File: src/sv/vaiz_pkg.sv
// ----------------------------------------------------------------------------
// vaiz_pkg
// widths, constants and inter-module types of the vertical accel integrator
// ----------------------------------------------------------------------------
package vaiz_pkg;

  localparam int ACCEL_W = 20;
  localparam int DT_W    = 16;
  localparam int BAND_W  = 16;
  localparam int DRIFT_W = 26;
  localparam int CORR_W  = 24;
  localparam int VEL_W   = 32;
  localparam int DIST_W  = 48;

  localparam int ERRG_W = ACCEL_W + 1;
  localparam int GRAV_W = 20;
  localparam logic [GRAV_W-1:0] GRAV_Q16  = 20'd642689;
  localparam logic [ERRG_W-1:0] ONE_G_Q16 = 21'd65536;
  localparam int FRAC_G  = 16;
  localparam int FRAC_DT = 20;

  // shift-add multiplier: signed multiplicand, unsigned multiplier
  localparam int MCAND_W = VEL_W;
  localparam int MPLR_W  = GRAV_W;
  localparam int PROD_W  = MCAND_W + MPLR_W;
  localparam int MCNT_W  = $clog2(MPLR_W);
  localparam int STEP_W  = VEL_W + DT_W - FRAC_DT;

  // bias averaging
  localparam int BIAS_WINDOW = 100;
  localparam int BCNT_W      = $clog2(BIAS_WINDOW);
  localparam int ACC_W       = CORR_W + BCNT_W;
  localparam int DCNT_W      = $clog2(ACC_W);

  // register file
  localparam int APB_DW    = 32;
  localparam int APB_AW    = 3;
  localparam int REG_IDX_W = APB_AW - 2;
  localparam logic [REG_IDX_W-1:0] REG_BAND  = 1'd0;
  localparam logic [REG_IDX_W-1:0] REG_DRIFT = 1'd1;
  localparam logic [BAND_W-1:0]    BAND_RST  = 16'd1966;
  localparam logic [DRIFT_W-1:0]   DRIFT_RST = 26'd1048576;

  // stream widths
  localparam int IN_TDATA_W  = ((ACCEL_W + DT_W + 7) / 8) * 8;
  localparam int OUT_TDATA_W = ((CORR_W + VEL_W + DIST_W + 7) / 8) * 8;

  typedef struct packed {
    logic                      start;
    logic signed [MCAND_W-1:0] mcand;
    logic [MPLR_W-1:0]         mplr;
  } mul_req_t;

  typedef struct packed {
    logic              done;
    logic [PROD_W-1:0] prod;
  } mul_rsp_t;

  typedef struct packed {
    logic             start;
    logic [ACC_W-1:0] num;
  } div_req_t;

  typedef struct packed {
    logic             done;
    logic [ACC_W-1:0] quo;
  } div_rsp_t;

endpackage

File: src/sv/vaiz_smul.sv
// ----------------------------------------------------------------------------
// vaiz_smul
// serial shift-add multiplier, one multiplier bit per cycle
// ----------------------------------------------------------------------------
module vaiz_smul (
  input  logic               clk_i,
  input  logic               rst_ni,
  input  vaiz_pkg::mul_req_t req_i,
  output vaiz_pkg::mul_rsp_t rsp_o
);

  logic                                busy_q, busy_d;
  logic                                done_q, done_d;
  logic [vaiz_pkg::MCNT_W-1:0]         cnt_q, cnt_d;
  logic signed [vaiz_pkg::MCAND_W:0]   hi_q, hi_d;
  logic [vaiz_pkg::MPLR_W-1:0]         lo_q, lo_d;
  logic signed [vaiz_pkg::MCAND_W-1:0] mc_q, mc_d;
  logic signed [vaiz_pkg::MCAND_W:0]   addend;
  logic signed [vaiz_pkg::MCAND_W:0]   sum;
  logic                                last;

  always_comb begin
    last   = cnt_q == vaiz_pkg::MCNT_W'(vaiz_pkg::MPLR_W - 1);
    addend = lo_q[0] ? {mc_q[vaiz_pkg::MCAND_W-1], mc_q} : '0;
    sum    = hi_q + addend;
    busy_d = busy_q;
    done_d = 1'b0;
    cnt_d  = cnt_q;
    hi_d   = hi_q;
    lo_d   = lo_q;
    mc_d   = mc_q;
    if (req_i.start) begin
      busy_d = 1'b1;
      cnt_d  = '0;
      hi_d   = '0;
      lo_d   = req_i.mplr;
      mc_d   = req_i.mcand;
    end else if (busy_q) begin
      // add then shift the whole partial product right by one
      hi_d  = {sum[vaiz_pkg::MCAND_W], sum[vaiz_pkg::MCAND_W:1]};
      lo_d  = {sum[0], lo_q[vaiz_pkg::MPLR_W-1:1]};
      cnt_d = cnt_q + vaiz_pkg::MCNT_W'(1);
      if (last) begin
        busy_d = 1'b0;
        done_d = 1'b1;
      end
    end
  end

  always_ff @(posedge clk_i or negedge rst_ni) begin
    if (!rst_ni) begin
      busy_q <= 1'b0;
      done_q <= 1'b0;
      cnt_q  <= '0;
    end else begin
      busy_q <= busy_d;
      done_q <= done_d;
      cnt_q  <= cnt_d;
    end
  end

  always_ff @(posedge clk_i) begin
    hi_q <= hi_d;
    lo_q <= lo_d;
    mc_q <= mc_d;
  end

  assign rsp_o.done = done_q;
  assign rsp_o.prod = {hi_q[vaiz_pkg::MCAND_W-1:0], lo_q};

endmodule

File: src/sv/vaiz_sdiv.sv
// ----------------------------------------------------------------------------
// vaiz_sdiv
// restoring divider by the bias window length, one quotient bit per cycle
// ----------------------------------------------------------------------------
module vaiz_sdiv (
  input  logic               clk_i,
  input  logic               rst_ni,
  input  vaiz_pkg::div_req_t req_i,
  output vaiz_pkg::div_rsp_t rsp_o
);

  logic                          busy_q, busy_d;
  logic                          done_q, done_d;
  logic [vaiz_pkg::DCNT_W-1:0]   cnt_q, cnt_d;
  logic [vaiz_pkg::BCNT_W-1:0]   rem_q, rem_d;
  logic [vaiz_pkg::ACC_W-1:0]    num_q, num_d;
  logic [vaiz_pkg::BCNT_W:0]     trial;
  logic [vaiz_pkg::BCNT_W:0]     diff;
  logic                          ge;
  logic                          last;

  always_comb begin
    last   = cnt_q == vaiz_pkg::DCNT_W'(vaiz_pkg::ACC_W - 1);
    trial  = {rem_q, num_q[vaiz_pkg::ACC_W-1]};
    ge     = trial >= (vaiz_pkg::BCNT_W + 1)'(vaiz_pkg::BIAS_WINDOW);
    diff   = trial - (vaiz_pkg::BCNT_W + 1)'(vaiz_pkg::BIAS_WINDOW);
    busy_d = busy_q;
    done_d = 1'b0;
    cnt_d  = cnt_q;
    rem_d  = rem_q;
    num_d  = num_q;
    if (req_i.start) begin
      busy_d = 1'b1;
      cnt_d  = '0;
      rem_d  = '0;
      num_d  = req_i.num;
    end else if (busy_q) begin
      // quotient bits enter from the bottom as dividend bits leave the top
      rem_d = ge ? diff[vaiz_pkg::BCNT_W-1:0] : trial[vaiz_pkg::BCNT_W-1:0];
      num_d = {num_q[vaiz_pkg::ACC_W-2:0], ge};
      cnt_d = cnt_q + vaiz_pkg::DCNT_W'(1);
      if (last) begin
        busy_d = 1'b0;
        done_d = 1'b1;
      end
    end
  end

  always_ff @(posedge clk_i or negedge rst_ni) begin
    if (!rst_ni) begin
      busy_q <= 1'b0;
      done_q <= 1'b0;
      cnt_q  <= '0;
    end else begin
      busy_q <= busy_d;
      done_q <= done_d;
      cnt_q  <= cnt_d;
    end
  end

  always_ff @(posedge clk_i) begin
    rem_q <= rem_d;
    num_q <= num_d;
  end

  assign rsp_o.done = done_q;
  assign rsp_o.quo  = num_q;

endmodule

File: src/sv/vaiz_cfg.sv
// ----------------------------------------------------------------------------
// vaiz_cfg
// configuration registers behind the apb port
// ----------------------------------------------------------------------------
module vaiz_cfg (
  input  logic                          clk_i,
  input  logic                          rst_ni,
  input  logic                          psel,
  input  logic                          penable,
  input  logic                          pwrite,
  input  logic [vaiz_pkg::APB_AW-1:0]   paddr,
  input  logic [vaiz_pkg::APB_DW-1:0]   pwdata,
  output logic [vaiz_pkg::APB_DW-1:0]   prdata,
  output logic                          pready,
  output logic [vaiz_pkg::BAND_W-1:0]   band_o
);

  logic [vaiz_pkg::BAND_W-1:0]    band_q, band_d;
  logic [vaiz_pkg::DRIFT_W-1:0]   drift_q, drift_d;
  logic [vaiz_pkg::REG_IDX_W-1:0] idx;
  logic                           wr;

  assign pready = 1'b1;
  assign idx    = paddr[vaiz_pkg::APB_AW-1:2];
  assign wr     = psel && penable && pwrite && pready;

  always_comb begin
    band_d  = band_q;
    drift_d = drift_q;
    if (wr) begin
      case (idx)
        vaiz_pkg::REG_BAND:  band_d  = pwdata[vaiz_pkg::BAND_W-1:0];
        vaiz_pkg::REG_DRIFT: drift_d = pwdata[vaiz_pkg::DRIFT_W-1:0];
        default: ;
      endcase
    end
  end

  always_comb begin
    case (idx)
      vaiz_pkg::REG_BAND:  prdata = vaiz_pkg::APB_DW'(band_q);
      vaiz_pkg::REG_DRIFT: prdata = vaiz_pkg::APB_DW'(drift_q);
      default:             prdata = '0;
    endcase
  end

  always_ff @(posedge clk_i or negedge rst_ni) begin
    if (!rst_ni) begin
      band_q  <= vaiz_pkg::BAND_RST;
      drift_q <= vaiz_pkg::DRIFT_RST;
    end else begin
      band_q  <= band_d;
      drift_q <= drift_d;
    end
  end

  assign band_o = band_q;

endmodule

File: src/sv/vertical_accel_integrator_zupt_core.sv
// ----------------------------------------------------------------------------
// vertical_accel_integrator_zupt_core
// vertical acceleration integrator with zero-velocity update and bias averaging
//
//   port group | dir | contents
//   s_axis     | in  | tdata: accel_z, time_step
//   m_axis     | out | tdata: accel_corrected, velocity, distance; tuser: stationary
//   apb        | in  | stationary_band at 0x0, drift_reset_time at 0x4
//
// one sample at a time; the three multiplies share one shift-add unit
// each multiply: a start request, one shift-add per multiplier bit, then a done strobe
// moving sample: error multiply, correction, velocity multiply and add, distance multiply and add, output
// stationary sample: error multiply, bias accumulate, correction, output; a divide when the window closes
// reset clears velocity, distance, bias state and loads register defaults
// a result waits in the output register while the next sample runs; a stall holds it
// ----------------------------------------------------------------------------
module vertical_accel_integrator_zupt_core (
  input  logic                               clk_i,
  input  logic                               rst_ni,
  input  logic                               s_axis_tvalid,
  output logic                               s_axis_tready,
  input  logic [vaiz_pkg::IN_TDATA_W-1:0]    s_axis_tdata,   // accel_z, time_step
  output logic                               m_axis_tvalid,
  input  logic                               m_axis_tready,
  output logic [vaiz_pkg::OUT_TDATA_W-1:0]   m_axis_tdata,   // accel_corrected, velocity, distance
  output logic                               m_axis_tuser,   // stationary
  input  logic                               psel,
  input  logic                               penable,
  input  logic                               pwrite,
  input  logic [vaiz_pkg::APB_AW-1:0]        paddr,
  input  logic [vaiz_pkg::APB_DW-1:0]        pwdata,
  output logic [vaiz_pkg::APB_DW-1:0]        prdata,
  output logic                               pready
);

  typedef enum logic [13:0] {
    ST_IDLE       = 14'b00000000000001,
    ST_ERR_START  = 14'b00000000000010,
    ST_ERR_WAIT   = 14'b00000000000100,
    ST_BIAS       = 14'b00000000001000,
    ST_DIV_START  = 14'b00000000010000,
    ST_DIV_WAIT   = 14'b00000000100000,
    ST_CORR       = 14'b00000001000000,
    ST_VEL_START  = 14'b00000010000000,
    ST_VEL_WAIT   = 14'b00000100000000,
    ST_VEL_ADD    = 14'b00001000000000,
    ST_DIST_START = 14'b00010000000000,
    ST_DIST_WAIT  = 14'b00100000000000,
    ST_DIST_ADD   = 14'b01000000000000,
    ST_OUT        = 14'b10000000000000
  } state_e;

  localparam int RNDG_W = vaiz_pkg::PROD_W - vaiz_pkg::FRAC_G + 1;
  localparam int RNDT_W = vaiz_pkg::PROD_W - vaiz_pkg::FRAC_DT + 1;
  localparam logic [vaiz_pkg::ACC_W-1:0] HALF_WIN =
    vaiz_pkg::ACC_W'(vaiz_pkg::BIAS_WINDOW / 2);

  state_e                                state_q, state_d;
  logic                                  m_valid_q, m_valid_d;
  logic [vaiz_pkg::BAND_W-1:0]           band;
  vaiz_pkg::mul_req_t                    mul_req;
  vaiz_pkg::mul_rsp_t                    mul_rsp;
  vaiz_pkg::div_req_t                    div_req;
  vaiz_pkg::div_rsp_t                    div_rsp;

  logic signed [vaiz_pkg::ERRG_W-1:0]    errg_q, errg_d;
  logic [vaiz_pkg::DT_W-1:0]             dt_q, dt_d;
  logic                                  still_q, still_d;
  logic signed [vaiz_pkg::CORR_W-1:0]    errms_q, errms_d;
  logic signed [vaiz_pkg::ACC_W-1:0]     acc_q, acc_d;
  logic [vaiz_pkg::BCNT_W-1:0]           bcnt_q, bcnt_d;
  logic                                  acc_neg_q, acc_neg_d;
  logic signed [vaiz_pkg::CORR_W-1:0]    est_q, est_d;
  logic signed [vaiz_pkg::CORR_W-1:0]    corr_q, corr_d;
  logic signed [vaiz_pkg::STEP_W-1:0]    step_q, step_d;
  logic signed [vaiz_pkg::VEL_W-1:0]     vel_q, vel_d;
  logic signed [vaiz_pkg::DIST_W-1:0]    dist_q, dist_d;
  logic                                  out_still_q, out_still_d;
  logic [vaiz_pkg::CORR_W-1:0]           out_corr_q, out_corr_d;
  logic [vaiz_pkg::VEL_W-1:0]            out_vel_q, out_vel_d;
  logic [vaiz_pkg::DIST_W-1:0]           out_dist_q, out_dist_d;

  logic                                  in_acc;
  logic [vaiz_pkg::ERRG_W-1:0]           mag;
  logic [RNDG_W-1:0]                     rnd_g;
  logic [RNDT_W-1:0]                     rnd_t;
  logic signed [vaiz_pkg::ACC_W-1:0]     acc_sum;
  logic [vaiz_pkg::CORR_W-1:0]           quo_lo;
  logic signed [vaiz_pkg::CORR_W:0]      cdiff;
  logic signed [vaiz_pkg::VEL_W:0]       vsum;
  logic signed [vaiz_pkg::DIST_W:0]      dsum;

  vaiz_cfg u_cfg (
    .clk_i   (clk_i),
    .rst_ni  (rst_ni),
    .psel    (psel),
    .penable (penable),
    .pwrite  (pwrite),
    .paddr   (paddr),
    .pwdata  (pwdata),
    .prdata  (prdata),
    .pready  (pready),
    .band_o  (band)
  );

  vaiz_smul u_smul (
    .clk_i  (clk_i),
    .rst_ni (rst_ni),
    .req_i  (mul_req),
    .rsp_o  (mul_rsp)
  );

  vaiz_sdiv u_sdiv (
    .clk_i  (clk_i),
    .rst_ni (rst_ni),
    .req_i  (div_req),
    .rsp_o  (div_rsp)
  );

  assign s_axis_tready = state_q == ST_IDLE;
  assign in_acc        = s_axis_tvalid && s_axis_tready;

  always_comb begin
    mag     = errg_q[vaiz_pkg::ERRG_W-1] ? -errg_q : errg_q;
    rnd_g   = mul_rsp.prod[vaiz_pkg::PROD_W-1:vaiz_pkg::FRAC_G-1] + RNDG_W'(1);
    rnd_t   = mul_rsp.prod[vaiz_pkg::PROD_W-1:vaiz_pkg::FRAC_DT-1] + RNDT_W'(1);
    acc_sum = acc_q + vaiz_pkg::ACC_W'(errms_q);
    quo_lo  = div_rsp.quo[vaiz_pkg::CORR_W-1:0];
    cdiff   = {errms_q[vaiz_pkg::CORR_W-1], errms_q} - {est_q[vaiz_pkg::CORR_W-1], est_q};
    vsum    = {vel_q[vaiz_pkg::VEL_W-1], vel_q} + (vaiz_pkg::VEL_W + 1)'(step_q);
    dsum    = {dist_q[vaiz_pkg::DIST_W-1], dist_q} + (vaiz_pkg::DIST_W + 1)'(step_q);

    state_d     = state_q;
    m_valid_d   = m_valid_q;
    errg_d      = errg_q;
    dt_d        = dt_q;
    still_d     = still_q;
    errms_d     = errms_q;
    acc_d       = acc_q;
    bcnt_d      = bcnt_q;
    acc_neg_d   = acc_neg_q;
    est_d       = est_q;
    corr_d      = corr_q;
    step_d      = step_q;
    vel_d       = vel_q;
    dist_d      = dist_q;
    out_still_d = out_still_q;
    out_corr_d  = out_corr_q;
    out_vel_d   = out_vel_q;
    out_dist_d  = out_dist_q;
    mul_req     = '0;
    div_req     = '0;

    if (m_valid_q && m_axis_tready) begin
      m_valid_d = 1'b0;
    end

    case (state_q)
      ST_IDLE: begin
        if (in_acc) begin
          errg_d  = $signed({s_axis_tdata[vaiz_pkg::ACCEL_W-1],
                             s_axis_tdata[vaiz_pkg::ACCEL_W-1:0]}) - vaiz_pkg::ONE_G_Q16;
          dt_d    = s_axis_tdata[vaiz_pkg::ACCEL_W +: vaiz_pkg::DT_W];
          state_d = ST_ERR_START;
        end
      end
      ST_ERR_START: begin
        mul_req.start = 1'b1;
        mul_req.mcand = vaiz_pkg::MCAND_W'(errg_q);
        mul_req.mplr  = vaiz_pkg::GRAV_Q16;
        still_d       = mag < vaiz_pkg::ERRG_W'(band);
        state_d       = ST_ERR_WAIT;
      end
      ST_ERR_WAIT: begin
        if (mul_rsp.done) begin
          errms_d = rnd_g[vaiz_pkg::CORR_W:1];
          state_d = still_q ? ST_BIAS : ST_CORR;
        end
      end
      ST_BIAS: begin
        acc_d = acc_sum;
        if (bcnt_q == vaiz_pkg::BCNT_W'(vaiz_pkg::BIAS_WINDOW - 1)) begin
          state_d = ST_DIV_START;
        end else begin
          bcnt_d  = bcnt_q + vaiz_pkg::BCNT_W'(1);
          state_d = ST_CORR;
        end
      end
      ST_DIV_START: begin
        // rounding half away from zero on the magnitude
        div_req.start = 1'b1;
        div_req.num   = acc_q[vaiz_pkg::ACC_W-1] ? HALF_WIN - acc_q : acc_q + HALF_WIN;
        acc_neg_d     = acc_q[vaiz_pkg::ACC_W-1];
        acc_d         = '0;
        bcnt_d        = '0;
        state_d       = ST_DIV_WAIT;
      end
      ST_DIV_WAIT: begin
        if (div_rsp.done) begin
          est_d   = acc_neg_q ? -quo_lo : quo_lo;
          state_d = ST_CORR;
        end
      end
      ST_CORR: begin
        if (cdiff[vaiz_pkg::CORR_W] != cdiff[vaiz_pkg::CORR_W-1]) begin
          corr_d = cdiff[vaiz_pkg::CORR_W] ? {1'b1, {(vaiz_pkg::CORR_W-1){1'b0}}}
                                           : {1'b0, {(vaiz_pkg::CORR_W-1){1'b1}}};
        end else begin
          corr_d = cdiff[vaiz_pkg::CORR_W-1:0];
        end
        if (still_q) begin
          vel_d   = '0;
          state_d = ST_OUT;
        end else begin
          state_d = ST_VEL_START;
        end
      end
      ST_VEL_START: begin
        mul_req.start = 1'b1;
        mul_req.mcand = vaiz_pkg::MCAND_W'(corr_q);
        mul_req.mplr  = vaiz_pkg::MPLR_W'(dt_q);
        state_d       = ST_VEL_WAIT;
      end
      ST_VEL_WAIT: begin
        if (mul_rsp.done) begin
          step_d  = rnd_t[vaiz_pkg::STEP_W:1];
          state_d = ST_VEL_ADD;
        end
      end
      ST_VEL_ADD: begin
        if (vsum[vaiz_pkg::VEL_W] != vsum[vaiz_pkg::VEL_W-1]) begin
          vel_d = vsum[vaiz_pkg::VEL_W] ? {1'b1, {(vaiz_pkg::VEL_W-1){1'b0}}}
                                        : {1'b0, {(vaiz_pkg::VEL_W-1){1'b1}}};
        end else begin
          vel_d = vsum[vaiz_pkg::VEL_W-1:0];
        end
        state_d = ST_DIST_START;
      end
      ST_DIST_START: begin
        mul_req.start = 1'b1;
        mul_req.mcand = vel_q;
        mul_req.mplr  = vaiz_pkg::MPLR_W'(dt_q);
        state_d       = ST_DIST_WAIT;
      end
      ST_DIST_WAIT: begin
        if (mul_rsp.done) begin
          step_d  = rnd_t[vaiz_pkg::STEP_W:1];
          state_d = ST_DIST_ADD;
        end
      end
      ST_DIST_ADD: begin
        if (dsum[vaiz_pkg::DIST_W] != dsum[vaiz_pkg::DIST_W-1]) begin
          dist_d = dsum[vaiz_pkg::DIST_W] ? {1'b1, {(vaiz_pkg::DIST_W-1){1'b0}}}
                                          : {1'b0, {(vaiz_pkg::DIST_W-1){1'b1}}};
        end else begin
          dist_d = dsum[vaiz_pkg::DIST_W-1:0];
        end
        state_d = ST_OUT;
      end
      ST_OUT: begin
        if (!m_valid_q || m_axis_tready) begin
          out_still_d = still_q;
          out_corr_d  = corr_q;
          out_vel_d   = vel_q;
          out_dist_d  = dist_q;
          m_valid_d   = 1'b1;
          state_d     = ST_IDLE;
        end
      end
      default: begin
        state_d = ST_IDLE;
      end
    endcase
  end

  always_ff @(posedge clk_i or negedge rst_ni) begin
    if (!rst_ni) begin
      state_q   <= ST_IDLE;
      m_valid_q <= 1'b0;
      acc_q     <= '0;
      bcnt_q    <= '0;
      est_q     <= '0;
      vel_q     <= '0;
      dist_q    <= '0;
    end else begin
      state_q   <= state_d;
      m_valid_q <= m_valid_d;
      acc_q     <= acc_d;
      bcnt_q    <= bcnt_d;
      est_q     <= est_d;
      vel_q     <= vel_d;
      dist_q    <= dist_d;
    end
  end

  always_ff @(posedge clk_i) begin
    errg_q      <= errg_d;
    dt_q        <= dt_d;
    still_q     <= still_d;
    errms_q     <= errms_d;
    acc_neg_q   <= acc_neg_d;
    corr_q      <= corr_d;
    step_q      <= step_d;
    out_still_q <= out_still_d;
    out_corr_q  <= out_corr_d;
    out_vel_q   <= out_vel_d;
    out_dist_q  <= out_dist_d;
  end

  assign m_axis_tvalid = m_valid_q;
  assign m_axis_tuser  = out_still_q;
  assign m_axis_tdata  = vaiz_pkg::OUT_TDATA_W'({out_dist_q, out_vel_q, out_corr_q});

endmodule

File: config.mk
export PLATFORM = sky130hd
export DESIGN_NAME = vertical_accel_integrator_zupt_core
export DESIGN_NICKNAME = d
export VERILOG_FILES = /design/src/sv/vaiz_pkg.sv /design/src/sv/vaiz_smul.sv /design/src/sv/vaiz_sdiv.sv /design/src/sv/vaiz_cfg.sv /design/src/sv/vertical_accel_integrator_zupt_core.sv
export SDC_FILE = /design/constraint.sdc
export NUM_CORES = 1
export LEC_CHECK = 0
export BUFFER_PORTS_ARGS = -buffer_cell sky130_fd_sc_hd__buf_2
export CORE_MARGIN = 1.5
export CORE_UTILIZATION = 62
export DETAILED_ROUTE_END_ITERATION = 16
export PLACE_DENSITY = 0.85
export SYNTH_ARGS = -nofsm -noshare
export SYNTH_HDL_FRONTEND = slang
export SYNTH_SLANG_ARGS = --single-unit
File: constraint.sdc
create_clock -name clk_i -period 9.3 [get_ports clk_i]
set_clock_uncertainty 0.15 [all_clocks]
set_input_delay 0.93 -clock clk_i [delete_from_list [all_inputs] [get_ports clk_i]]
set_output_delay 0.93 -clock clk_i [all_outputs]
set_load 0.005 [all_outputs]
; ---- After elaboration in Yosys (flattened, before gate mapping)
; Cells that the tools add are included.
[op_classes]
n_addsub = 16
n_lt_le_gt_ge = 2
n_eq_ne = 28
muxes = 52
bitwise = 1
n_reduce_logical = 21
[op_table]
columns = operator, n
row1 = $pmux 14 s14, 1
row2 = $pmux 53 s3, 1
row3 = $mux 32, 4
row4 = $pmux 32 s2, 2
row5 = $mux 14, 7
row6 = $mux 48, 2
row7 = $mux 31, 3
row8 = $mux 24, 3
row9 = $pmux 31 s2, 1
row10 = $add 48x28->49, 1
row11 = $mux 20, 2
row12 = $add 32x28->33, 1
row13 = $add 32x33->33, 1
row14 = $mux 33, 1
row15 = $add 31x24->31, 1
row16 = $add 31x6->31 const B, 1
row17 = $sub 6x31->31 const A, 1
row18 = $add 29x1->29 const B, 1
row19 = $mux 7, 4
row20 = $add 25x1->25 const B, 1
row21 = $sub 24x24->25, 1
row22 = $neg 24->24, 1
row23 = $lt 21x16->1, 1
row24 = $mux 21, 1
row25 = other kinds (36), 77
[totals]
ff_bits = 555
in_bits = 82
out_inout_bits = 140
wordCells = 151

; ---- Depth between registers and ports, before layout
[depth]
word_depth = 4
mapped_depth = 17
ltp_nobuf = 15

; ---- Modules after synthesis
; Synthesis repeated with hierarchy kept, for this count alone.
[unflattened]
cells_unflattened = 3239
hier_area_um2 = 32835.2
[by_module_without_submodules]
columns = mod, n_inst, cells_each, area_per_inst_um2, seq_area_each_um2
row1 = vertical_accel_integrator_zupt_core, 1, 2471, 23658.9, 10536.4
row2 = vaiz_smul, 1, 497, 5148.7, 2377.3
row3 = vaiz_sdiv, 1, 144, 2044.5, 1246.2
row4 = vaiz_cfg, 1, 127, 1983.2, 1062.3

; ---- Worst setup path after synthesis
; Ideal clock, no wire load.
[synth_timing]
kind = flip-flop to flip-flop
start = register state_q[8]
end = register out_still_q (netlist: m_axis_tuser) (enable)
setup_ps = 604
arrival_time_ps = 6146
setup_slack_ps = 2400
stages_incl_launch_ff = 6
n_path_buf = 1
synth_period_minus_slack_ps = 6900
path_cell_list = dfrtp_1 > buf_6 > or3_4 > nor2_1 > nand3_1 > a21oi_1
[synth_via]
elab_chain_cells = 2
[synth_rtl]
columns = element, line
row1 = from (decl), vertical_accel_integrator_zupt_core.sv:58  ; state_e state_q, state_d;
row2 = from (signal assigned), vertical_accel_integrator_zupt_core.sv:286  ; state_q <= state_d;
row3 = $eq 14x14->1, vertical_accel_integrator_zupt_core.sv:158  ; case (state_q)
row4 = $reduce_and 2->1 (no line), -
row5 = to (signal assigned), vertical_accel_integrator_zupt_core.sv:304  ; out_still_q <= out_still_d;
row6 = to (decl), vertical_accel_integrator_zupt_core.sv:78  ; logic out_still_q, out_still_d;
; Every way passes these cells.
; A chain may end at the register's enable or synchronous reset.

; ---- Worst setup path after layout
[layout_timing]
start = register step_q[0] in the netlist's numbering
end = register dist_q[40] in the netlist's numbering
[layout_via]
elab_chain_cells = 3
[layout_rtl]
columns = element, line
row1 = from (decl), vertical_accel_integrator_zupt_core.sv:75  ; logic signed [vaiz_pkg::STEP_W-1:0] step_q, step_d;
row2 = from (signal assigned), vertical_accel_integrator_zupt_core.sv:303  ; step_q <= step_d;
row3 = $add 48x28->49 (*), vertical_accel_integrator_zupt_core.sv:131  ; dsum = {dist_q[vaiz_pkg::DIST_W-1], dist_q} + (vaiz_pkg::DIST_W + 1)'(step_q);
row4 = $mux 48 / $ne 1x1->1 (equally long branches), "vertical_accel_integrator_zupt_core.sv:253, vertical_accel_integrator_zupt_core.sv:252"
row5 = $mux 48 (*), vertical_accel_integrator_zupt_core.sv:252  ; if (dsum[vaiz_pkg::DIST_W] != dsum[vaiz_pkg::DIST_W-1]) begin
row6 = to (signal assigned), vertical_accel_integrator_zupt_core.sv:292  ; dist_q <= dist_d;
row7 = to (decl), vertical_accel_integrator_zupt_core.sv:77  ; logic signed [vaiz_pkg::DIST_W-1:0] dist_q, dist_d;
; Every way passes the cells marked *; elsewhere a longest branch is shown, timed or not.

==> results.json <==
{
  "syn2layout_area_growth_pct": 10.2,
  "grt_max_degree": 152,
  "slew_violations": 0,
  "syn_area_um2": 32600,
  "fill_cells": 3750,
  "holdBufCountCts": 0,
  "regArea_um2": 15200,
  "antenna_found_initial": 5,
  "rsz0062_at_grt": "no",
  "fin_area_um2": 35900,
  "regToRegEndpoint": "dist_q[40]$_DFFE_PN0P_",
  "clk_pin_slew_ns": 0.07,
  "critPathMaxFanout": 18,
  "vias": 25500,
  "initial_utilization_pct": 63.2,
  "cp_slowest_cell": "or2_1",
  "synth_top_area_share_pct": 27.9,
  "drive_above_1_share_pct": 13.3,
  "synth-edff-count": 303,
  "fin_tns_setup_ns": 0,
  "hold_viol_final": 0,
  "ys.flop_type": "edfxtp_1",
  "fin_crit_sh_pct": 53.8,
  "synth.avg_cell_area_um2": 10.0,
  "rrSetupSlack_ns": 4.30,
  "startpoint_type": "flop",
  "totalWireLength_mm": 81.3,
  "worst-path-buf-inv": 2,
  "r2r_cells": 15,
  "slowest_delay_ns": 0.69,
  "core-area_um2": 51600,
  "io_pins": 222,
  "crit_chain": "ha_1 > inv_1 > fa_1 > nand2b_1 > a21oi_1 > o21ai_1 > a31oi_2 > a31oi_1 > o21ai_2 > nand3_2 > o31ai_4 > or2_1 > buf_4 > nand2_2 > o21ai_0",
  "critPathKind": "reg -> reg",
  "relSlewSlack_pct": 21.3,
  "tightest_slew_ns": 1.18,
  "nets": 3682,
  "rows": 83,
  "crit_path_end_kind": "flop",
  "route.detailed.drc": 0,
  "overflow": 0,
  "worstPathArrival_ns": 5.40,
  "critical_path_required_ns": 9.69,
  "yosysWarnings": 0,
  "grt_usage_pct": 30.1,
  "htreeDepth": 2,
  "min_period_ns": 5.00,
  "synth_seq_cells": 555,
  "multi_input_area_um2": 16300,
  "cts_resized": 0,
  "first_iter_violations": 2231,
  "antenna_left": 0,
  "cap_violations": 0,
  "hold_path.class": "in -> async",
  "leakage_nw": 15.2,
  "post-dp-hpwl_mm": 59.0,
  "first_global_vias": 24100,
  "cts_buffers": 57,
  "instances_no_fill": 4131,
  "synth_area_leaders": "edfxtp_1 (28%), dfrtp_1 (16%), ha_1 (7.5%)",
  "clk_latency_ns": 0.65,
  "die_y_um": 232,
  "drt_pass1_iterations": 6,
  "fmax_ghz": 0.200,
  "clk_path_buf_depth": 3,
  "wl_per_cell_um": 19.7,
  "placed_cell_area_um2": 34000,
  "io_buffers": 202,
  "post_cts_buffers": 0,
  "place_congestion": 0.958,
  "synth_area_leader_cell": "edfxtp_1",
  "die_area_um2": 54000,
  "vias_per_cell": 6.16,
  "worst_ir_drop_vdd_uv": 189,
  "cts_tree": "built",
  "die_w_um": 232,
  "dp.cells": 4020,
  "grt_pass1_wl_mm": 129,
  "setup-violations-final": 0,
  "status": "finished clean",
  "cts.sinks": 555,
  "reg2reg_from": "step_q[0]$_DFFE_PP_",
  "crit_family": "compound AO/OA/AOI/OAI gates",
  "root_buffer": "clkbuf_16",
  "ys_seq_area_share_pct": 46.7,
  "async_flop_share_pct": 38.4,
  "synth_cell_types": 106,
  "p_per_area_nw_per_um2": 224,
  "syn_inst": 3254
}
==> worst max path at each step <==
stage	endpoint	slack, ns	cells after the start	start
after floorplan	m_axis_tuser$_DFFE_PP_	2.40	5	state_q[8]$_DFFE_PN0P_
after global placement	dist_q[41]$_DFFE_PN0P_	4.51	15	step_q[0]$_DFFE_PP_
after global routing	dist_q[40]$_DFFE_PN0P_	3.98	13	step_q[27]$_DFFE_PP_
final	dist_q[40]$_DFFE_PN0P_	4.30	15	step_q[0]$_DFFE_PP_
after CTS	dist_q[40]$_DFFE_PN0P_	4.37	15	step_q[0]$_DFFE_PP_
after detailed placement	dist_q[40]$_DFFE_PN0P_	4.39	15	step_q[0]$_DFFE_PP_
==> state kept, by name, summed over array words and instances (netlist names), 31 cells and up <==
| register | cells |
|---|---|
| acc_q | 31 |
| dist_q | 48 |
| out_dist_q | 48 |
| out_vel_q | 32 |
| u_sdiv.num_q | 31 |
| u_smul.hi_q | 32 |
| u_smul.mc_q | 32 |
| vel_q | 32 |
==> logic make-up after synthesis <==
group	synth area share, %
AO/OA/AOI/OAI	17.5
XOR/XNOR	7.17
adder cells (fa/ha/maj)	7.89
buffers and inverters	3.60
flip-flops	46.7
multiplexers	2.60
other	0.0230
AND/OR/NAND/NOR	14.6
==> metal layers <==
layer,vias to the layer above,GRT usage [%],part of all wire [%]
li1,12100,-,-
met1,12200,39.7,41
met2,949,49.6,47
met3,190,4.20,7.4
met4,0,13.6,4.4
met5,-,0,0
==> layout by cell type (no fill, tap or decap), types with 19 or more instances in the layout <==
master / synthesis / layout
a21o_1: 77 / 77
nand4_1: 38 / 38
or3_1: 36 / 36
dfrtp_1: 203 / 202
buf_2: 11 / 201
nor2_1: 205 / 203
o21a_1: 24 / 24
clkbuf_16: 0 / 57
nand2_1: 329 / 329
o21bai_1: 24 / 24
inv_1: 133 / 133
o21ai_1: 85 / 85
a21oi_1: 234 / 232
a211oi_1: 19 / 19
o21ai_0: 241 / 241
xnor2_1: 159 / 159
and3_1: 22 / 22
edfxtp_1: 303 / 303
ha_1: 196 / 196
mux2i_1: 34 / 34
nand3_1: 67 / 67
a222oi_1: 20 / 20
and2_1: 55 / 54
nand2b_1: 41 / 41
nor3_1: 47 / 47
buf_4: 11 / 21
mux2_2: 45 / 45
xor2_1: 108 / 108
o31ai_1: 27 / 27
nor2b_1: 32 / 32
dfxtp_1: 39 / 39
==> per-stage QoR <==
step | hold slack [ns] | total power, mW | setup WS (ns) | utilization [%]
2_1_floorplan | 0.273 | 5.16 | 2.40 | -
3_3_place_gp | 0.296 | 5.63 | 4.51 | 66.0
3_5_place_dp | 0.308 | 5.71 | 4.39 | 66.0
4_1_cts | 0.106 | 8.02 | 4.37 | 69.6
5_1_grt | 0.124 | 8.47 | 3.98 | 69.6
6_report | 0.102 | 8.04 | 4.30 | 69.6
==> synth_stat cells (67+ instances only) <==
| cell | count |
|---|---|
| xnor2_1 | 159 |
| nand3_1 | 67 |
| xor2_1 | 108 |
| o21ai_1 | 85 |
| dfrtp_1 | 203 |
| o21ai_0 | 241 |
| clkbuf_1 | 103 |
| ha_1 | 196 |
| a21o_1 | 77 |
| edfxtp_1 | 303 |
| a21oi_1 | 234 |
| inv_1 | 133 |
| nor2_1 | 205 |
| nand2_1 | 329 |
==> power breakdown <==
part	switching [mW]	internal [mW]	leakage [nW]	total, mW
clock	1.01	1.28	0.918	2.29
sequential	0.418	3.00	5.71	3.41
combinational	1.29	1.04	8.53	2.33
total	2.72	5.32	15.2	8.04
==> final cells by class <==
class | count | area share, %
multi-input combinational | 2428 | 45.3
timing repair buffer | 224 | 3.33
inverter | 133 | 1.39
clock buffer | 71 | 4.34
antenna | 3 | 0.0209
tap | 680 | 2.37
clock inverter | 37 | 0.912
sequential | 555 | 42.4
(Power assumes the default switching activity.)
